**src/sv/dcp_ram.sv**
```systemverilog
// ----------------------------------------------------------------------------
// dcp_ram
// Generic single port write, single port read RAM with registered read.
// ----------------------------------------------------------------------------
module dcp_ram #(
  parameter int unsigned Width = 8,
  parameter int unsigned Depth = 64
) (
  input  logic                     clk_i,
  input  logic                     we_i,
  input  logic [$clog2(Depth)-1:0] waddr_i,
  input  logic [Width-1:0]         wdata_i,
  input  logic [$clog2(Depth)-1:0] raddr_i,
  output logic [Width-1:0]         rdata_o
);

  logic [Width-1:0] mem_q [Depth];

  // write port and registered read port
  always_ff @(posedge clk_i) begin
    if (we_i) begin
      mem_q[waddr_i] <= wdata_i;
    end
    rdata_o <= mem_q[raddr_i];
  end

endmodule

```
**config.mk**
```make
export PLATFORM = sky130hd
export DESIGN_NAME = dcp_ram
export DESIGN_NICKNAME = d
export VERILOG_FILES = /design/src/sv/dcp_ram.sv
export SDC_FILE = /design/constraint.sdc
export NUM_CORES = 1
export LEC_CHECK = 0
export ABC_AREA = 1
export BUFFER_PORTS_ARGS = -buffer_cell sky130_fd_sc_hd__buf_2
export CORE_MARGIN = 8
export CORE_UTILIZATION = 65
export DETAILED_ROUTE_END_ITERATION = 16
export GPL_ROUTABILITY_DRIVEN = 1
export PLACE_DENSITY = 0.82
export SYNTH_ARGS = -nofsm -noshare
export SYNTH_HDL_FRONTEND = slang
export SYNTH_SLANG_ARGS = --single-unit
```
**constraint.sdc**
```tcl
create_clock -name clk_i -period 3.25 [get_ports clk_i]
set_clock_uncertainty 0.15 [all_clocks]
set_input_delay 0.1625 -clock clk_i [delete_from_list [all_inputs] [get_ports clk_i]]
set_output_delay 0.1625 -clock clk_i [all_outputs]
set_load 0.02 [all_outputs]
```
# [After elaboration in Yosys (flattened, before gate mapping)]
# Memory sizes are Yosys's and may differ from the RTL's. A register that Yosys moved wholly into a read port is not among the register bits.
# Cells that the tools add are included.
[word_totals] ff_bits=0 ram_bits=512 in_bits=22 out_inout_bits=8 wordCells=3 memories=1
[mem_list] memory="mem_q" depth=64 width=8 rd=1 rd_clocked_by_memory_dff=1 write_ports=1 line="17" source="logic [Width-1:0] mem_q [Depth];"
[op_classes] muxes=2
[op_table] cell="$mux 1" count=2

# [Depth between registers and ports, before layout]
# Gate-level depths: netlist (run 1).
[logic_depth] depth_word=2 ltp_mapped=12 ltp_nobuf=9

# [Worst setup path before layout (run 1)]
# OpenSTA, ideal clock, no wires.
[synth_timing] path_kind="input to register" from="input we_i" to="memory mem_q[48][0], enable pin" arrival_ns=1.534 t_required_ns=2.705 path_slack_ns=1.171 stages=3 n_path_buf=1 cell_sequence="clkbuf_1 -> nand4_1 -> nor4_1"
[synth_via] elab_chain_len=2
[synth_lines] item="start: declaration" line="10" source="input logic we_i,"
[synth_lines] item="$mux 1" line="21" source="if (we_i) begin"
[synth_lines] item="$mux 1 (implied by the code)" line="22" source="mem_q[waddr_i] <= wdata_i;"
[synth_lines] item="end: declaration" line="17"
# No other way between the ends.

==> impl_metrics.yaml, run 1 <==
cts:
  cts.htree.levels: 2
  cts_hold_repair.buffers: 1
  cts_max_path_buffers: 3
  root_buffer: "sky130_fd_sc_hd__clkbuf_16"
  post_cts_resize_count: 0
  clock_sink_count: 520
  cts_buffers: 50
  cts.clk_slew.worst_paths_ns: 0.06
  worst_skew_pair.late_latency_ns: 0.56
  cts_post_setup_buffers_inserted: 0
  cts_tree: "yes"
sta:
  finalHoldViolCount: 0
  unrepaired_setup_endpoints_after_global_routing: "no"
  achievable-frequency_mhz: 571.7
  slew_viol_final: 0
  fin_setup_tns_ns: 0
  max_slew.worst_pin.slew_ns: 1.173
  finalWorstPathRequiredPeriod_ns: 1.749
  finalSetupViolCount: 0
  fin_crit_sh_pct: 53.82
  timing.max_slew.rel_slack_pct: 21.70
pwr:
  cellInternalPower_mw: 10.94
  share_of_total_power_in_sequential_cells_pct: 53.3
  cellLeakagePower_nw: 8.651
  clock_power_share_pct: 40.3
  switching_fraction_pct: 21.62
  power_switching_mw: 3.016
  vdd_drop_max_v: 0.0004468
  power_density_nw_per_um2: 590.5
  comb_power_share_pct: 6.3
worst_setup_path:
  worst_ep_arrival_time_ns: 2.09
  cp_slowest_cell: "sky130_fd_sc_hd__inv_6"
  critPathRequiredTime_ns: 3.59
  timing.critical_path.fanout_max: 72
  timing.critical_path.to_type: "flop"
  startpoint_type: "input pin"
  cpPeakStageDelay_ns: 0.42
  worstSetupPathType: "in -> reg"
  cell_chain_critical_path: "buf_6, inv_6, buf_12, nand2_1, nand3_1, nand3_1, nand2_1, nand2_1, nand3_1, nand3_1, nand2_1"
cells_and_area:
  area_delta_synth_final_pct: 10.71
  layout.nets: 1885
  drive_above_1_share_pct: 9.827
  finish.utilization_pct: 72.80
route:
  top_layer_used_by_detailed_routing: "met5"
  met2RoutedLength_mm: 25.01
  final_antenna_violating_net_count: 0
  drt_first_iter_violations: 1960
  detailroute.via_count: 14400
  number_of_optimization_iterations_in_the_first_detailed_route_pass: 6
  route.detailed.vias_per_inst: 6.138
  met1_length_mm: 18.77
  routed-wl-met3_mm: 5.871
  route.detailed.wl_per_inst_um: 22.20
  post-route-drc-count: 0
  postRouteWirelength_mm: 52.08
grt:
  grt_start_max_net_pins: 133
  globalRoute.totalOverflow: 0
  grt_first_pass_wirelength_mm: 79.52
  number_of_global_route_vias_before_repair: 14020
  grt_usage_pct: 26.86
  number_of_antenna_violations_at_the_first_check_in_global_routing: 2
synth:
  synth.yosys.seq_area_share_pct: 72.80
  number_of_enable_type_register_cells_in_the_synthesized_netlist: 512
  synthesis.area_per_instance_um2: 11.82
  syn-num-nets: 1827
  syn-instance-count: 1805
  synth_top_area_cell: "sky130_fd_sc_hd__edfxtp_1"
  yosys-top-cells-area: "sky130_fd_sc_hd__edfxtp_1, sky130_fd_sc_hd__nand2_1, sky130_fd_sc_hd__nand3_1"
  share_of_yosys_cell_area_claimed_by_the_top_area_cell_type_pct: 72.05
  synth.cells.most_frequent: "sky130_fd_sc_hd__nand2_1, sky130_fd_sc_hd__edfxtp_1, sky130_fd_sc_hd__nand3_1"
  yosysWarningCount: 0
  fraction_of_registers_with_async_set_reset_pct: 0
  dominantRegCellSynth: "sky130_fd_sc_hd__edfxtp_1"
  number_of_storage_elements_in_the_synthesis_netlist: 520
  post_synth_instance_area_um2: 21340
  yosys.cell_count.top_type: "sky130_fd_sc_hd__nand2_1"
  number_of_distinct_library_cells_after_synthesis: 16
floorplanning:
  i_o_pins: 30
  die-height_um: 197.2
  initial_core_util_pct: 65.75
  die_area_um2: 38880
  rows: 66
  fp.coreArea_um2: 32450
  fp.dieW_um: 197.2
place:
  gp_congestion: 0.8738
  detailed_place_hpwl_mm: 29.31
  port-buffer-count: 29
status:
  outcome: "complete, no violations"
run:
  maxCapViolCount: 0
worst_hold_path:
  min_path_type: "in -> reg"
==> through the flow <==
stage / cell area, um^2 / instances / hold WS (ns) / setup slack, ns / total power, mW
2_1_floorplan: 21340 / 1805 / 0.1114 / 1.171 / 8.115
3_3_place_gp: 22010 / 2252 / 0.3869 / 0.9474 / 8.411
3_5_place_dp: 22010 / 2252 / 0.3912 / 1.008 / 8.436
4_1_cts: 23620 / 2345 / 0.04083 / 1.523 / 13.97
5_1_grt: 23630 / 2346 / 0.06028 / 1.398 / 14.29
6_report: 23630 / 2346 / 0.06009 / 1.501 / 13.95
==> critical path, delay by kind of cell <==
| kind | cells | cell delay (ns) |
|---|---|---|
| and+or+nand+nor | 8 | 0.99 |
| buffers and inverters | 3 | 0.84 |
==> final timing paths <==
path	depth (start not counted)	startpoint	slack, ns	end
worst max-delay path	11	raddr_i[0]	1.50	rdata_o[3]
worst max register to register	8	mem_q[27][3]	1.62	rdata_o[3]
worst min-delay path	1	wdata_i[5]	0.06	mem_q[62][5]
worst min register to register	8	mem_q[12][2]	0.66	rdata_o[2]
==> cell usage in the layout (no fill, tap or decap) <==
cell type | netlist | routed
sky130_fd_sc_hd__nor2_1 | 56 | 56
sky130_fd_sc_hd__inv_6 | 1 | 1
sky130_fd_sc_hd__nand3_1 | 439 | 439
sky130_fd_sc_hd__buf_12 | 0 | 8
sky130_fd_sc_hd__inv_2 | 1 | 1
sky130_fd_sc_hd__buf_6 | 35 | 1
sky130_fd_sc_hd__buf_4 | 14 | 82
sky130_fd_sc_hd__clkbuf_1 | 15 | 18
sky130_fd_sc_hd__nand4_1 | 9 | 9
sky130_fd_sc_hd__dfxtp_1 | 8 | 8
sky130_fd_sc_hd__clkbuf_8 | 0 | 7
sky130_fd_sc_hd__clkinv_4 | 0 | 1
sky130_fd_sc_hd__nor4_1 | 8 | 8
sky130_fd_sc_hd__clkinv_2 | 0 | 3
sky130_fd_sc_hd__edfxtp_1 | 512 | 512
sky130_fd_sc_hd__buf_2 | 37 | 27
sky130_fd_sc_hd__inv_1 | 10 | 9
sky130_fd_sc_hd__clkinv_1 | 0 | 8
sky130_fd_sc_hd__clkbuf_16 | 0 | 53
sky130_fd_sc_hd__dlygate4sd3_1 | 0 | 1
sky130_fd_sc_hd__bufinv_16 | 0 | 2
sky130_fd_sc_hd__inv_4 | 0 | 1
sky130_fd_sc_hd__nand2_1 | 648 | 648
sky130_fd_sc_hd__diode_2 | 0 | 1
==> per-layer routing <==
layer,vias to the layer above,track usage (%)
li1,6465,-
met1,6787,35.22
met2,956,43.77
met3,189,4.514
met4,2,12.57
met5,-,0
==> cells by family (layout without fill, tap and decap cells) <==
| family | after synthesis | in the layout | synth area share, % |
|---|---|---|---|
| buffers and inverters | 125 | 223 | 4.022 |
| DFF | 520 | 520 | 72.80 |
| other | 0 | 1 | 0 |
| and+or+nand+nor | 1160 | 1160 | 23.18 |
==> layout make-up <==
type / instances / area, um^2
flip-flops and latches: 520 / 15530
fillers: 2110 / 8828
multi-input cells: 1160 / 4946
clock buffers: 78 / 1490
repair buffers: 119 / 932.1
well taps: 442 / 553.0
clock inverters: 14 / 113.9
inverters: 12 / 52.55
diodes: 1 / 2.502
==> state kept, by name, indices dropped and copies added (netlist names) <==
signal,count
mem_q,512
rdata_o,8
==> power by group through the flow <==
stage	registers (mW)	logic (mW)	clock network [mW]
5_1_grt	7.44	0.953	5.89
4_1_cts	7.44	0.868	5.66
2_1_floorplan	7.59	0.522	0
6_report	7.44	0.884	5.63
3_3_place_gp	7.58	0.832	0
3_5_place_dp	7.58	0.855	0
No activity file was read; power rests on OpenSTA's default activity.
==> inputs of run 2 (changes only) <==
- ABC_AREA: 1 -> 0
- CORE_UTILIZATION: 65 -> 56
- PLACE_DENSITY: 0.82 -> 0.75
- clock period: 3.25 -> 1.45 ns (I/O delays scaled with it)
==> impl_metrics.yaml, run 2 <==
worst_setup_path:
  critPathRequiredTime_ns: 1.75
  critical-path-top-cell-by-count: "sky130_fd_sc_hd__mux4_2"
  timing.critical_path.to_type: "flop"
  worstSetupPathType: "reg -> reg"
  cp_slowest_cell: "sky130_fd_sc_hd__mux4_2"
  worst_ep_arrival_time_ns: 2.28
  startpoint_type: "flop"
  cpPeakStageDelay_ns: 0.52
  timing.critical_path.fanout_max: 1
  worst_path_buffer_plus_inverter_count: 1
  cell_chain_critical_path: "mux4_2, mux4_2, nor2_1, buf_4, o32ai_2"
  critical-path-top-delay-family: "multiplexers"
pwr:
  power_density_nw_per_um2: 1274
  vdd_drop_max_v: 0.001099
  cellLeakagePower_nw: 7.927
  post-layout-total-power_mw: 31.50
synth:
  yosys-top-cells-area: "sky130_fd_sc_hd__edfxtp_1, sky130_fd_sc_hd__mux4_2, sky130_fd_sc_hd__nor2_1"
  post_synth_instance_area_um2: 20170
  synthesis.area_per_instance_um2: 21.45
  syn-instance-count: 940
  dominantRegCellSynth: "sky130_fd_sc_hd__edfxtp_1"
  syn-num-nets: 962
  number_of_enable_type_register_cells_in_the_synthesized_netlist: 512
  synth_top_area_cell: "sky130_fd_sc_hd__edfxtp_1"
  share_of_yosys_cell_area_claimed_by_the_top_area_cell_type_pct: 76.24
  fraction_of_registers_with_async_set_reset_pct: 0
  synth.yosys.seq_area_share_pct: 77.03
  number_of_distinct_library_cells_after_synthesis: 40
  yosysWarningCount: 0
  number_of_storage_elements_in_the_synthesis_netlist: 520
  synth.cells.most_frequent: "sky130_fd_sc_hd__edfxtp_1, sky130_fd_sc_hd__mux4_2, sky130_fd_sc_hd__nor2_1"
  yosys.cell_count.top_type: "sky130_fd_sc_hd__edfxtp_1"
sta:
  achievable-frequency_mhz: 504.9
  timing.max_slew.rel_slack_pct: 17.84
  finalHoldViolCount: 0
  max_slew.worst_pin.slew_ns: 1.232
  slew_viol_final: 0
  finalSetupViolCount: 8
  unrepaired_setup_endpoints_after_global_routing: "yes"
  finalWorstPathRequiredPeriod_ns: 1.981
  final.setup.worst_slack_ns: -0.5305
  fin_crit_sh_pct: 136.6
  hold_ws_ns: 0.003321
cts:
  cts_post_setup_buffers_inserted: 0
  cts.clk_slew.worst_paths_ns: 0.06
  worst_skew_pair.late_latency_ns: 0.58
  cts_max_path_buffers: 3
  cts.htree.levels: 2
  cts_tree: "yes"
  root_buffer: "sky130_fd_sc_hd__clkbuf_16"
  cts_buffers: 51
  clock_sink_count: 520
floorplanning:
  die_area_um2: 42340
  i_o_pins: 30
  die-height_um: 205.8
  fp.coreArea_um2: 35480
  initial_core_util_pct: 56.84
  rows: 69
  fp.dieW_um: 205.8
status:
  outcome: "finished, violations left"
  violations: "negative setup slack"
cells_and_area:
  layout.nets: 1147
  reg_top3: "mem_q (512), rdata_o (8)"
  top_register_by_number_of_flip_flops: "mem_q"
  layout.cells.non_filler: 1628
  drive_above_1_share_pct: 42.16
  final_area_um2: 24730
  layout.cells.most_common: "sky130_fd_sc_hd__edfxtp_1"
  largest_register_ffs: 512
  antenna_cells_inserted: 0
  layout.cells.most_common_list: "sky130_fd_sc_hd__edfxtp_1, sky130_fd_sc_hd__mux4_2, sky130_fd_sc_hd__buf_4"
  area_delta_synth_final_pct: 22.61
grt:
  grt_start_max_net_pins: 65
  grt_first_pass_wirelength_mm: 69.35
  number_of_global_route_vias_before_repair: 10580
  globalRoute.totalOverflow: 0
  grt_usage_pct: 22.51
  globalRouteMet2Util_pct: 35.97
  grt_use_met1_pct: 32.04
  grt_busiest_layer: "met2"
  number_of_antenna_violations_at_the_first_check_in_global_routing: 0
  gr_util_met3_pct: 3.054
route:
  route.detailed.vias_per_inst: 6.306
  route.detailed.wl_per_inst_um: 28.46
  postRouteWirelength_mm: 46.33
  post-route-drc-count: 0
  number_of_optimization_iterations_in_the_first_detailed_route_pass: 5
  final_antenna_violating_net_count: 0
  drt_first_iter_violations: 1183
  detailroute.via_count: 10270
place:
  detailed_place_hpwl_mm: 29.98
  port-buffer-count: 29
  place_area_um2: 22970
  gp_congestion: 0.8625
  post_placement_cell_count: 1532
worst_hold_path:
  min_path_type: "in -> reg"
run:
  maxCapViolCount: 0
run 2: report_power, final:
part / internal, mW / switching (mW)
clock: 7.45 / 5.39
sequential: 16.6 / 0.0671
combinational: 0.822 / 1.12
run 2: final cells by class:
class	instances	area (um^2)
Sequential cell	520	15540
Fill cell	2061	10760
Multi-Input combinational cell	369	4942
Timing Repair Buffer	183	2021
Clock buffer	65	1421
Tap cell	461	576.8
Clock inverter	30	226.5
run 2: path summary, 6_finish.rpt:
kind / startpoint / end / slack (ns) / cells after the start
worst max-delay path: mem_q[35][6] / rdata_o[6] / -0.53 / 5
worst min-delay path: raddr_i[3] / rdata_o[2] / 0.003 / 5
worst max register to register: mem_q[35][6] / rdata_o[6] / -0.53 / 5
worst min register to register: mem_q[22][1] / rdata_o[1] / 0.70 / 4
run 2: timing repair:
| action | 4_1_cts | 5_1_grt |
|---|---|---|
| hold buffers | 3 | 0 |
| hold endpoints to repair | 58 | 0 |
| gates resized for setup | 18 | 5 |
| pin swaps | 4 | 2 |
| setup endpoints to repair | 11 | 39 |
run 2: kinds of logic after synthesis:
logic type,share of synthesized area (%)
AOI/OAI and AO/OA,2.072
buffers and inverters,1.570
DFF,77.03
muxes,15.94
and+or+nand+nor,3.387
run 2: metrics by stage:
| step | TNS [ns] | setup slack (ns) | utilization, % |
|---|---|---|---|
| 4_1_cts | -3.929 | -0.5435 | 69.66 |
| 3_3_place_gp | -26.17 | -0.9688 | 64.72 |
| 5_1_grt | -4.166 | -0.5876 | 69.69 |
| 2_1_floorplan | -30.09 | -0.3502 | - |
| 6_report | -3.842 | -0.5305 | 69.69 |
| 3_5_place_dp | -38.25 | -0.9954 | 64.72 |
run 2: per-layer routing:
| layer | up-vias | routed length, um |
|---|---|---|
| li1 | 4309 | - |
| met1 | 5429 | 18720 |
| met2 | 453 | 22850 |
| met3 | 75 | 3413 |
| met4 | 0 | 1349 |
| met5 | - | 0 |
run 2: worst min-delay path, delay by kind of cell:
family	cells	cell delay, ns
buf+inv	1	0.13
mux	1	0.19
simple gates	1	0.10
compound gates	2	0.20
==> inputs of run 3 (changes only) <==
- BUFFER_PORTS_ARGS: -buffer_cell sky130_fd_sc_hd__buf_2 -> -buffer_cell sky130_fd_sc_hd__clkbuf_2
- CORE_ASPECT_RATIO: unset -> 1.25
- CORE_UTILIZATION: 56 -> 65
- PLACE_DENSITY: 0.75 -> 0.82
- clock period: 1.45 -> 2.4 ns (I/O delays scaled with it)
==> impl_metrics.yaml, run 3 (same netlist as run 2, synthesis figures left out) <==
worst_setup_path:
  critPathRequiredTime_ns: 2.71
  critical-path-top-delay-family: "multiplexers"
  r2r-start: "mem_q[40][0]"
  cell_chain_critical_path: "mux4_2, mux2_2, a221oi_1, buf_4, o2bb2ai_1"
  worstSetupPathType: "reg -> reg"
  worst_path_buffer_plus_inverter_count: 1
  timing.critical_path.fanout_max: 1
  cp_slowest_cell: "sky130_fd_sc_hd__a221oi_1"
  startpoint_type: "flop"
  setup.worst_path.start: "mem_q[40][0]"
  timing.critical_path.to_type: "flop"
  cpPeakStageDelay_ns: 0.57
  worst_ep_arrival_time_ns: 2.64
sta:
  max_slew.worst_pin.slew_ns: 1.450
  finalWorstPathRequiredPeriod_ns: 2.325
  finalSetupViolCount: 0
  unrepaired_setup_endpoints_after_global_routing: "no"
  finalHoldViolCount: 0
  hold_ws_ns: 0.07632
  slew_viol_final: 0
  timing.max_slew.rel_slack_pct: 3.327
  achievable-frequency_mhz: 430.2
  fin_crit_sh_pct: 96.86
floorplanning:
  die-height_um: 212.9
  fp.dieW_um: 173.5
  fp.coreArea_um2: 30720
  initial_core_util_pct: 65.65
  i_o_pins: 30
  rows: 72
  die_area_um2: 36950
cells_and_area:
  layout.cells.most_common: "sky130_fd_sc_hd__edfxtp_1"
  area_delta_synth_final_pct: 14.04
  layout.cells.most_common_list: "sky130_fd_sc_hd__edfxtp_1, sky130_fd_sc_hd__mux4_2, sky130_fd_sc_hd__buf_4"
  largest_register_ffs: 512
  top_register_by_number_of_flip_flops: "mem_q"
  layout.nets: 1108
  drive_above_1_share_pct: 30.93
  reg_top3: "mem_q (512), rdata_o (8)"
  antenna_cells_inserted: 0
cts:
  cts_buffers: 46
  cts_max_path_buffers: 3
  cts_tree: "yes"
  root_buffer: "sky130_fd_sc_hd__clkbuf_16"
  cts.clk_slew.worst_paths_ns: 0.07
  clock_sink_count: 520
  cts.htree.levels: 2
  worst_skew_pair.late_latency_ns: 0.58
grt:
  globalRouteMet2Util_pct: 47.94
  grt_usage_pct: 28.57
  number_of_antenna_violations_at_the_first_check_in_global_routing: 1
  number_of_global_route_vias_before_repair: 11240
  grt_first_pass_wirelength_mm: 75.69
  globalRoute.totalOverflow: 0
  grt_start_max_net_pins: 65
  grt_busiest_layer: "met2"
  grt_use_met1_pct: 34.67
  gr_util_met3_pct: 5.590
pwr:
  cellLeakagePower_nw: 7.444
  power_density_nw_per_um2: 793.8
  post-layout-total-power_mw: 18.26
  vdd_drop_max_v: 0.0006268
worst_hold_path:
  hp-start: "we_i"
  min_path_type: "in -> reg"
place:
  gp_congestion: 0.8512
  port-buffer-count: 29
  detailed_place_hpwl_mm: 29.08
route:
  post-route-drc-count: 0
  final_antenna_violating_net_count: 0
  number_of_optimization_iterations_in_the_first_detailed_route_pass: 5
  postRouteWirelength_mm: 52.29
  detailroute.via_count: 10910
  drt_first_iter_violations: 1870
  route.detailed.vias_per_inst: 7.136
  route.detailed.wl_per_inst_um: 34.20
run:
  maxCapViolCount: 0
status:
  outcome: "complete, no violations"
## run 3: per-layer routing
| metal | up-vias | wire length [um] |
|---|---|---|
| met3 | 236 | 5911 |
| met2 | 1026 | 26240 |
| li1 | 4215 | - |
| met1 | 5432 | 16870 |
| met5 | - | 15 |
| met4 | 2 | 3253 |
## run 3: cell type report
class | count | area, um^2
Tap cell | 407 | 509.2
Sequential cell | 520 | 15530
Clock inverter | 20 | 151.4
Multi-Input combinational cell | 369 | 4320
Clock buffer | 64 | 1260
Fill cell | 1465 | 7721
Timing Repair Buffer | 149 | 1222
## run 3: worst register-to-register path, delay by kind of cell (launching register included)
kind,cells,cell delay (ns)
muxes,2,0.80
AOI/OAI and AO/OA,2,0.65
DFF,1,0.40
buffers and inverters,1,0.21
## run 3: path summary, 6_finish.rpt
kind | end | slack (ns) | cells after the start
min | mem_q[51][3] | 0.08 | 3
min reg2reg | rdata_o[6] | 0.75 | 3
max | rdata_o[0] | 0.08 | 5
max reg2reg | rdata_o[0] | 0.08 | 5
## run 3: through the flow
stage               setup WS (ns)  utilization, %  instance area (um^2)  TNS (ns)  cells
finish                    0.07526           74.87                 23000         0   1529
global route              0.01908           74.87                 23000         0   1529
CTS                       0.07245           74.85                 22990         0   1529
detailed placement       -0.07019           70.09                 21530   -0.1103   1440
global placement         -0.05504           70.09                 21530  -0.05504   1440
floorplan                  0.4623               -                 20170         0    940
## run 3: repair_timing
action,CTS,global route
hold buffers,5,0
hold endpoints to repair,10,0
setup endpoints to repair,0,1
setup buffers,0,0
gates resized for setup,0,1
## run 3: power breakdown
part	internal [mW]	switching [mW]
Combinational	0.409	0.653
Sequential	10.1	0.0362
Clock	3.89	3.21
Total	14.4	3.90
